## config.mk

```make
export PLATFORM = sky130hd
export DESIGN_NAME = plid_ctrl
export DESIGN_NICKNAME = d
export VERILOG_FILES = /design/src/hdl/plid_pkg.sv /design/src/hdl/plid_ctrl.sv
export SDC_FILE = /design/constraint.sdc
export NUM_CORES = 1
export LEC_CHECK = 0
export ABC_AREA = 1
export BUFFER_PORTS_ARGS = -buffer_cell sky130_fd_sc_hd__buf_2
export CELL_PAD_IN_SITES_DETAIL_PLACEMENT = 1
export CELL_PAD_IN_SITES_GLOBAL_PLACEMENT = 2
export CORE_AREA = 2 2 49 51
export DETAILED_ROUTE_END_ITERATION = 8
export DIE_AREA = 0 0 51 53
export PLACE_DENSITY_LB_ADDON = 0.1
export RECOVER_POWER = 100
export SYNTH_ARGS = -nofsm -noshare
export SYNTH_HDL_FRONTEND = slang
export SYNTH_SLANG_ARGS = --single-unit
```

## constraint.sdc

```tcl
create_clock -name clk -period 1.4 [get_ports clk]
set_clock_uncertainty 0.15 [all_clocks]
set_input_delay 0.42 -clock clk [delete_from_list [all_inputs] [get_ports clk]]
set_output_delay 0.42 -clock clk [all_outputs]
set_load 0.005 [all_outputs]
```

## src/hdl/plid_pkg.sv

```systemverilog
`default_nettype none
package plid_pkg;

  localparam int CAPACITY = 1024;
  localparam int ADDR_W   = $clog2(CAPACITY);
  localparam int MODE_W   = 2;
  localparam int POS_W    = 11;
  localparam int CNT_W    = 11;
  localparam int LEN_W    = 11;
  localparam int VAL_W    = 32;
  localparam int STAT_W   = 2;

  localparam logic [MODE_W-1:0] MODE_INSERT = 2'd0;
  localparam logic [MODE_W-1:0] MODE_DELETE = 2'd1;
  localparam logic [MODE_W-1:0] MODE_GET    = 2'd2;

  localparam logic [STAT_W-1:0] ST_DONE  = 2'd0;
  localparam logic [STAT_W-1:0] ST_RANGE = 2'd1;
  localparam logic [STAT_W-1:0] ST_FULL  = 2'd2;

  typedef struct packed {
    logic idle;
    logic check;
    logic rd_ptr_sel;
    logic init_ptr;
    logic step_ptr;
    logic move_issue;
    logic write_value;
    logic commit;
  } plid_cmd_t;

  typedef struct packed {
    logic accept;
    logic ok;
    logic is_insert;
    logic has_tail;
    logic last_move;
    logic out_free;
  } plid_sts_t;

endpackage
`default_nettype wire

```

## src/hdl/plid_ctrl.sv

```systemverilog
`default_nettype none
module plid_ctrl (
  input  wire                 clk,
  input  wire                 rst,
  input  plid_pkg::plid_sts_t sts,
  output plid_pkg::plid_cmd_t cmd
);
  import plid_pkg::*;

  typedef enum logic [6:0] {
    S_IDLE   = 7'b0000001,
    S_CHECK  = 7'b0000010,
    S_SHIFT  = 7'b0000100,
    S_DRAIN  = 7'b0001000,
    S_WRITE  = 7'b0010000,
    S_FINISH = 7'b0100000,
    S_SETTLE = 7'b1000000
  } state_t;

  state_t state;
  state_t state_next;

  always_comb begin
    state_next = state;
    cmd        = '0;
    unique case (state)
      S_IDLE: begin
        cmd.idle = 1'b1;
        if (sts.accept) begin
          state_next = S_CHECK;
        end
      end
      S_CHECK: begin
        cmd.check    = 1'b1;
        cmd.init_ptr = 1'b1;
        if (!sts.ok) begin
          state_next = S_FINISH;
        end else if (sts.has_tail) begin
          state_next = S_SHIFT;
        end else if (sts.is_insert) begin
          state_next = S_WRITE;
        end else begin
          state_next = S_FINISH;
        end
      end
      S_SHIFT: begin
        cmd.rd_ptr_sel = 1'b1;
        cmd.move_issue = 1'b1;
        cmd.step_ptr   = 1'b1;
        if (sts.last_move) begin
          state_next = S_DRAIN;
        end
      end
      S_DRAIN: begin
        state_next = sts.is_insert ? S_WRITE : S_FINISH;
      end
      S_WRITE: begin
        cmd.write_value = 1'b1;
        state_next      = S_FINISH;
      end
      S_FINISH: begin
        if (sts.out_free) begin
          cmd.commit = 1'b1;
          state_next = S_SETTLE;
        end
      end
      S_SETTLE: begin
        state_next = S_IDLE;
      end
      default: begin
        state_next = S_IDLE;
      end
    endcase
  end

  always_ff @(posedge clk) begin
    if (rst) begin
      state <= S_IDLE;
    end else begin
      state <= state_next;
    end
  end

endmodule
`default_nettype wire

```

==> key figures, run 1 <==
Worst setup path
  • CP max stage delay: 0.34 ns
  • CP Data Arrival Time: 1.17 ns
  • Critical Path Source Type: flop
  • Cell chain of the critical path: nor2_4, nand2_2, buf_6, nor2_4, buf_2
  • Most frequent CP cell: nor2_4
  • Slowest CP cell: dfxtp_2
  • Critical path type: reg -> out
  • Crit Path Max Fanout: 3
  • WP data required: 0.83 ns
  • Crit end category: primary output

Timing
  • Final hold viol count: 0
  • Period utilization: 124%
  • Clock period minus worst slack: 1.74 ns
  • Slew HR: 84.1%
  • Slew @ Worst Pin: 0.238 ns
  • Fmax: 576 MHz
  • Fin. max-slew vios: 0
  • PnR worst setup slack: -0.337 ns
  • RSZ-0062 raised after global routing: true
  • Minimum hold slack: 0.278 ns
  • Final setup fails: 8
  • Setup TNS: -2.33 ns

Synth
  • Largest area contributor in the netlist: dfxtp_1
  • Post-synthesis sequential area ratio: 27.9%
  • Post-synthesis average cell area: 6.27 um2
  • Yosys warning count: 0
  • Mapped cell area: 502 um2
  • Post-synthesis cell type count: 17
  • Synth Instances: 80
  • Synth Net Count: 88
  • Top-area cell type share of the netlist area: 27.9%
  • Synth Register Bits: 7
  • Synth top area cells: dfxtp_1 28%, nand3_1 12%, inv_1 9.7%, nor2_2 8.7%, nand2_1 7.5%

Detailed routing
  • Initial DRC count: 2
  • Remaining DRCs: 0
  • Vias per Instance: 4.33
  • First drt pass iteration count: 5
  • Vias: 611
  • ANT nets after route: 0
  • Wirelength per Cell: 11.8 um
  • WL final: 1.67 mm

Run
  • Max-cap viol count: 0

Clock tree
  • CTS tree: built
  • Clock latency on the worst-skew pair: 0.25 ns
  • CTS Buf Count: 3
  • Deepest clock path buffer count: 2
  • Reg clk slew, reported paths: 0.06 ns
  • H-tree depth: 1
  • TritonCTS Sinks: 7
  • Root buffer cell: clkbuf_4
  • Hold_buf cts: 0

Min path
  • Worst min path class: in -> reg

Place
  • Gp weighted congestion: 0.697
  • Post-DP HPWL: 1.18 mm
  • IO buf count: 15

Finish
  • Synth-to-Final Area Change: 84.3%
  • Max reg flops: 7
  • Most frequent cells in the layout: 15 x buf_2, 13 x buf_4, 9 x inv_1, 9 x nand3_2, 8 x nor2_4
  • Commonest non-fill, non-tap cell in the layout: buf_2
  • Top flop regs: state x7
  • Largest Register: state
  • Fillers: 277
  • Nets@finish: 122
  • N_diodes: 0
  • Layout cell share with drive strength beyond 1: 76.1%

Global route
  • Largest net degree at the start of global routing: 8
  • Initial antenna violation count: 0
  • GRT Total Usage: 14.0%
  • First-pass GRT wire length: 2.74 mm
  • Total gr overflow: 0
  • Vias in the first global route: 625

Floorplan
  • Die Width: 51 um
  • Die Height: 53 um
  • Starting Density: 23.4%
  • # rows: 17
  • Die ar.: 2700 um2
  • IO Count: 16
  • Core ar.: 2150 um2

Power and ir drop
  • P_leak: 0.453 nW
  • Worst VDD drop: 0.461 mV
  • Power per Cell Area: 879 nW/um2

Outcome
  • Status: complete, but fails checks
  • Failing checks: setup timing
==> cell type report <==
cell class / instances / area (um2) / share of cell area (%)
Inverter: 17 / 71.3 / 7.71
Clock buffer: 4 / 26.3 / 2.84
Multi-Input combinational cell: 52 / 409 / 44.2
Sequential cell: 7 / 154 / 16.6
Tap cell: 28 / 35.0 / 3.79
Timing Repair Buffer: 33 / 229 / 24.8
==> metrics by stage <==
| stage | power, mW | instances | area (um2) | worst slack (ns) | util (%) |
|---|---|---|---|---|---|
| global route | 0.866 | 141 | 925 | -0.386 | 43.0 |
| finish | 0.813 | 141 | 925 | -0.337 | 43.0 |
| detailed placement | 0.467 | 128 | 652 | -0.0921 | 30.3 |
| floorplan | 0.387 | 80 | 504 | 0.00607 | - |
| CTS | 0.747 | 141 | 798 | -0.307 | 37.2 |
| global placement | 0.467 | 128 | 652 | -0.0831 | 30.3 |
==> worst max-delay path: cells and delay by family (launching register included) <==
kind / cells / cell delay, ns
buf+inv: 2 / 0.26
flops: 1 / 0.34
simple gates: 3 / 0.33
==> report_power, final <==
group | leakage [nW] | switching (mW) | internal [mW]
registers | 0.0602 | 0.0292 | 0.224
logic | 0.378 | 0.191 | 0.180
clock network | 0.0150 | 0.0800 | 0.109
total | 0.453 | 0.300 | 0.513
==> cells in the mapped netlist, drive strengths merged <==
master and count:
a21oi 2, buf 4, dfxtp 7, inv 17, nand2 13, nand3 13
nand3b 1, nor2 17, nor3 3, o21ai 3
==> per-layer routing <==
metal,wire [um],vias to the layer above,part of all wire [%],GRT usage [%]
met5,0,-,0,0
met4,12,0,0.72,6.76
met3,47,2,2.8,1.69
met2,890,14,53,25.1
met1,713,285,43,16.5
li1,-,310,-,-
==> logic make-up (layout without fill, tap and decap cells) <==
family | after synthesis | after routing | share of synthesized area (%)
and+or+nand+nor | 47 | 47 | 48.4
DFF | 7 | 7 | 27.9
buffers and inverters | 21 | 54 | 18.7
AOI/OAI and AO/OA | 5 | 5 | 4.99
==> path summary, 6_finish.rpt <==
path / from / to / slack [ns] / cells after the start
setup / recovery: state[3] / cmd[1] / -0.34 / 5
hold / removal: rst / state[5] / 0.28 / 2
setup reg to reg: state[3] / state[0] / 0.05 / 8
hold reg to reg: state[5] / state[6] / 0.44 / 4
==> what timing repair did <==
item | 4_1_cts | 5_1_grt
gates resized for setup | 16 | 39
buffers inserted | 9 | 5
pin swaps | 10 | 17
cloned | 0 | 0
setup endpoints to repair | 8 | 15
(Power assumes the default switching activity.)
==> run 2, diff against run 1 <==
--- a/config.mk
+++ b/config.mk
@@ -14,6 +14,7 @@
 export DIE_AREA = 0 0 51 53
 export PLACE_DENSITY_LB_ADDON = 0.1
 export RECOVER_POWER = 100
+export SKIP_LAST_GASP = 1
 export SYNTH_ARGS = -nofsm -noshare
 export SYNTH_HDL_FRONTEND = slang
 export SYNTH_SLANG_ARGS = --single-unit
==> run 2 against run 1 <==
The run still ends with setup timing left; core utilization down 1.9 points; maximum frequency up 0.68%; register-to-register slack worse by 0.02 ns; die area unchanged; sequential power about the same.
==> key figures, run 2 (synthesis gave the netlist of run 1 again) <==
Run
  • Max-cap viol count: 0

Finish
  • Finished Core Util: 41.1%
  • Max reg flops: 7
  • Largest Register: state
  • Nets@finish: 122
  • Fillers: 277
  • Seq. cell area: 154 um2
  • Synth-to-Final Area Change: 76.1%
  • N_diodes: 0
  • Fin area: 883 um2
  • Most frequent cells in the layout: 15 x buf_2, 15 x buf_4, 12 x inv_1
  • Multi-input logic area: 375 um2
  • Top flop regs: state x7
  • Layout cell share with drive strength beyond 1: 69.0%

Global route
  • Largest net degree at the start of global routing: 8
  • GRT Total Usage: 14.0%
  • First-pass GRT wire length: 2.73 mm
  • Initial antenna violation count: 0
  • Vias in the first global route: 628
  • Total gr overflow: 0

Clock tree
  • Deepest clock path buffer count: 2
  • Root buffer cell: clkbuf_4
  • Clock latency on the worst-skew pair: 0.25 ns
  • TritonCTS Sinks: 7
  • CTS tree: built
  • Reg clk slew, reported paths: 0.05 ns
  • H-tree depth: 1
  • CTS Buf Count: 3

Worst setup path
  • Slowest CP cell: dfxtp_2
  • CP Data Arrival Time: 1.15 ns
  • Most frequent CP cell: nor2_4
  • Worst path buffer plus inverter count: 2
  • Cell chain of the critical path: nor2_4, nand2_2, buf_4, nor2_4, buf_2
  • Crit end category: primary output
  • Crit Path Max Fanout: 3
  • Worst path top cell family by delay: flip-flops
  • Critical path type: reg -> out
  • CP max stage delay: 0.34 ns
  • Critical Path Source Type: flop
  • WP data required: 0.83 ns

Timing
  • Period utilization: 123%
  • Fin. max-slew vios: 0
  • Slew HR: 87.2%
  • Final setup fails: 8
  • Final hold viol count: 0
  • Fmax: 580 MHz
  • PnR worst setup slack: -0.325 ns
  • Clock period minus worst slack: 1.72 ns
  • RSZ-0062 raised after global routing: true
  • Slew @ Worst Pin: 0.192 ns

Detailed routing
  • Vias per Instance: 4.26
  • Remaining DRCs: 0
  • Met2 Routed Length: 949 um
  • Top Metal Used: met4
  • WL final: 1.69 mm
  • Wl on met1: 673 um
  • Initial DRC count: 4
  • First drt pass iteration count: 4
  • Vias: 601
  • WL met3: 46 um
  • Wirelength per Cell: 12.0 um
  • ANT nets after route: 0

Outcome
  • Failing checks: setup timing
  • Status: complete, but fails checks

Min path
  • Worst min path class: in -> reg

Floorplan
  • Die ar.: 2700 um2
  • # rows: 17
  • Die Height: 53 um
  • IO Count: 16
  • Core ar.: 2150 um2
  • Die Width: 51 um
  • Starting Density: 23.4%

Place
  • Post-DP HPWL: 1.18 mm
  • Area after DPL: 652 um2
  • Gp weighted congestion: 0.697
  • IO buf count: 15

Power and ir drop
  • P_leak: 0.433 nW
  • Worst VDD drop: 0.371 mV
  • Power per Cell Area: 899 nW/um2
## run 2: stage by stage
| stage | setup slack [ns] | instances | hold WS (ns) | TNS [ns] | total power [mW] |
|---|---|---|---|---|---|
| final | -0.325 | 141 | 0.298 | -2.32 | 0.794 |
| after global routing | -0.388 | 141 | 0.307 | -3.10 | 0.849 |
| after CTS | -0.307 | 141 | 0.278 | -2.45 | 0.743 |
| after detailed placement | -0.0921 | 128 | 0.475 | -0.123 | 0.467 |
| after global placement | -0.0831 | 128 | 0.478 | -0.0831 | 0.467 |
| after floorplan | 0.00607 | 80 | 0.339 | 0 | 0.387 |
## run 2: report_power, final
group | leakage, nW | total (mW) | internal, mW | switching (mW)
Combinational | 0.358 | 0.355 | 0.171 | 0.185
Sequential | 0.0602 | 0.253 | 0.224 | 0.0296
Clock | 0.0150 | 0.185 | 0.109 | 0.0764
Total | 0.433 | 0.794 | 0.503 | 0.291
## run 2: worst paths after layout
check / from / endpoint / slack [ns] / depth (start not counted)
worst max register to register: state[3] / state[0] / 0.03 / 8
worst max-delay path: state[3] / cmd[1] / -0.32 / 5
worst min-delay path: rst / state[4] / 0.30 / 2
worst min register to register: state[5] / state[6] / 0.47 / 4
## run 2: per-layer routing
metal | GRT usage (%) | vias to the layer above
met1 | 16.5 | 280
met4 | 6.76 | 0
met2 | 25.1 | 12
met3 | 1.69 | 2
met5 | 0 | -
li1 | - | 307
## run 2: final cells by class
class,count,area share [%]
clock buffers,4,2.97
inverters,17,8.07
multi-input cells,52,42.5
flip-flops and latches,7,17.4
well taps,28,3.97
repair buffers,33,25.1
## run 2: what timing repair did
action	in CTS	in global routing
pin swaps	8	10
setup endpoints to repair	8	15
gates cloned	0	0
hold buffers	0	0
setup buffers	9	4
endpoints found under the hold margin	0	0
gates resized for setup	13	27
## run 2: worst reg2reg max path, stage by stage, from the launching register on
cell,delay [ns]
dfxtp_2,0.34
nor2_4,0.14
buf_6,0.12
nand3_2,0.07
nor2_4,0.12
buf_4,0.12
nor2_1,0.05
nand3_2,0.07
nand3_2,0.07
==> run 3, diff against run 2 <==
==> constraint.sdc (replaced) <==
create_clock -name clk -period 1.4 [get_ports clk]
set_clock_uncertainty 0.15 [all_clocks]
set_input_delay 0.42 -clock clk [delete_from_list [all_inputs] [get_ports clk]]
set_output_delay 0.42 -clock clk [all_outputs]
set_load 0.05 [all_outputs]
==> run 3 against run 2 <==
The run still ends with setup timing left; maximum frequency fell by 2.6%; worst hold slack worse by 0.018 ns; clock-buffer cell count stayed put.
==> key figures, run 3 (synthesis gave the netlist of run 1 again) <==
Finish
  • Largest Register: state
  • Most frequent cells in the layout: 16 x buf_4, 10 x inv_1, 10 x nand3_1
  • Top flop regs: state x7
  • Commonest non-fill, non-tap cell in the layout: buf_4
  • Fin area: 905 um2
  • Max reg flops: 7
  • Nets@finish: 122
  • N_diodes: 0
  • Synth-to-Final Area Change: 80.3%
  • Layout cell share with drive strength beyond 1: 62.8%

Global route
  • Vias in the first global route: 621
  • Initial antenna violation count: 0
  • GRT Total Usage: 13.3%
  • First-pass GRT wire length: 2.63 mm
  • Total gr overflow: 0
  • Largest net degree at the start of global routing: 8

Min path
  • Worst min path class: in -> reg
  • Worst Min Path Start: rst

Power and ir drop
  • Net Switching: 0.325 mW
  • Sw frac: 38.5%
  • Pwr Total: 0.843 mW
  • P_leak: 0.419 nW
  • Clock power share: 20.8%
  • Total internal power: 0.518 mW
  • Seq pwr share: 28.6%
  • Worst VDD drop: 0.423 mV
  • Comb pwr share: 50.6%
  • Power per Cell Area: 931 nW/um2

Detailed routing
  • Initial DRC count: 1
  • ANT nets after route: 0
  • Remaining DRCs: 0
  • Vias per Instance: 4.29
  • WL final: 1.57 mm
  • First drt pass iteration count: 3
  • Vias: 605
  • Wirelength per Cell: 11.1 um

Worst setup path
  • CP Data Arrival Time: 1.20 ns
  • Worst setup startpoint: state[3]
  • Worst R2R Setup Slack: -0.03 ns
  • Crit end category: primary output
  • WP data required: 0.83 ns
  • FF-to-FF Start: state[3]
  • Critical Path Source Type: flop
  • Crit Path Max Fanout: 3
  • Critical path type: reg -> out
  • Critical Path End: cmd[1]
  • Worst r2r path cells: 9
  • RR Endpoint: state[0]

Clock tree
  • Deepest clock path buffer count: 2
  • TritonCTS Sinks: 7
  • CTS tree: built
  • H-tree depth: 1
  • Root buffer cell: clkbuf_4
  • Clock latency on the worst-skew pair: 0.24 ns
  • CTS Buf Count: 3
  • Reg clk slew, reported paths: 0.05 ns
  • Hold_buf cts: 0

Outcome
  • Status: complete, but fails checks
  • Failing checks: setup timing

Timing
  • Final setup fails: 10
  • Final hold viol count: 0
  • Fmax: 565 MHz
  • RSZ-0062 raised after global routing: true
  • Fin. max-slew vios: 0
  • Slew HR: 88.0%
  • Slew @ Worst Pin: 0.179 ns
  • Period utilization: 126%
  • PnR worst setup slack: -0.371 ns
  • Clock period minus worst slack: 1.77 ns

Place
  • Gp weighted congestion: 0.715
  • Post-DP HPWL: 1.28 mm
  • IO buf count: 15
  • Area after DPL: 726 um2

Floorplan
  • IO Count: 16
  • Die Width: 51 um
  • Die Height: 53 um
  • Starting Density: 23.4%
  • # rows: 17
  • Core ar.: 2150 um2
  • Die ar.: 2700 um2

Run
  • Max-cap viol count: 0
-- run 3: cell types whose count changed in the layout (fill, tap and decap cells not counted), sizes merged --
cell	previous run	this run
clkinvlp	0	1
inv	17	16
-- run 3: layer usage --
| layer | routed length [um] | GRT usage [%] |
|---|---|---|
| met1 | 651 | 15.1 |
| met2 | 876 | 25.1 |
| met3 | 24 | 1.69 |
| met4 | 12 | 5.41 |
| met5 | 0 | 0 |
-- run 3: repair_timing --
| action | CTS | global route |
|---|---|---|
| endpoints found under the setup margin | 8 | 15 |
| pin swaps | 6 | 4 |
| cloned | 0 | 0 |
| endpoints found under the hold margin | 0 | 0 |
| resized for setup | 26 | 13 |
| buffers inserted | 5 | 0 |
-- run 3: cell type report --
cell class,count,area [um2]
fill,276,1240
timing repair buffer,33,283
sequential,7,150
tap,28,35.0
clock buffer,4,26.3
multi-input combinational,52,343
inverter,17,67.6
-- run 3: worst min-delay path by stage --
stage	to	cells past startpoint
2_1_floorplan	state[2]	1
3_3_place_gp	state[6]	4
3_5_place_dp	state[6]	4
4_1_cts	state[1]	2
5_1_grt	state[4]	2
6_report	state[4]	2
-- run 3: stage by stage --
| stage | utilization [%] | hold slack, ns | instances | TNS (ns) | worst slack [ns] |
|---|---|---|---|---|---|
| 6_report | 42.1 | 0.280 | 141 | -2.85 | -0.371 |
| 5_1_grt | 42.1 | 0.275 | 141 | -3.77 | -0.439 |
| 4_1_cts | 40.8 | 0.283 | 142 | -3.04 | -0.387 |
| 3_5_place_dp | 33.8 | 0.521 | 133 | -1.39 | -0.218 |
| 3_3_place_gp | 33.8 | 0.529 | 133 | -1.26 | -0.200 |
| 2_1_floorplan | - | 0.332 | 80 | -1.12 | -0.280 |
-- run 3: power groups by stage --
| stage | combinational [mW] | clock (mW) | sequential, mW |
|---|---|---|---|
| finish | 0.426 | 0.175 | 0.241 |
| global route | 0.461 | 0.199 | 0.244 |
| CTS | 0.418 | 0.186 | 0.237 |
| detailed placement | 0.357 | 0 | 0.241 |
| global placement | 0.351 | 0 | 0.240 |
| floorplan | 0.243 | 0 | 0.240 |
-- run 3: critical path: stages, from the launching register on --
cell and delay (ns):
dfxtp_2 0.34, nor2_4 0.13, nand2_2 0.08, buf_4 0.14, nor2_4 0.11, buf_8 0.16
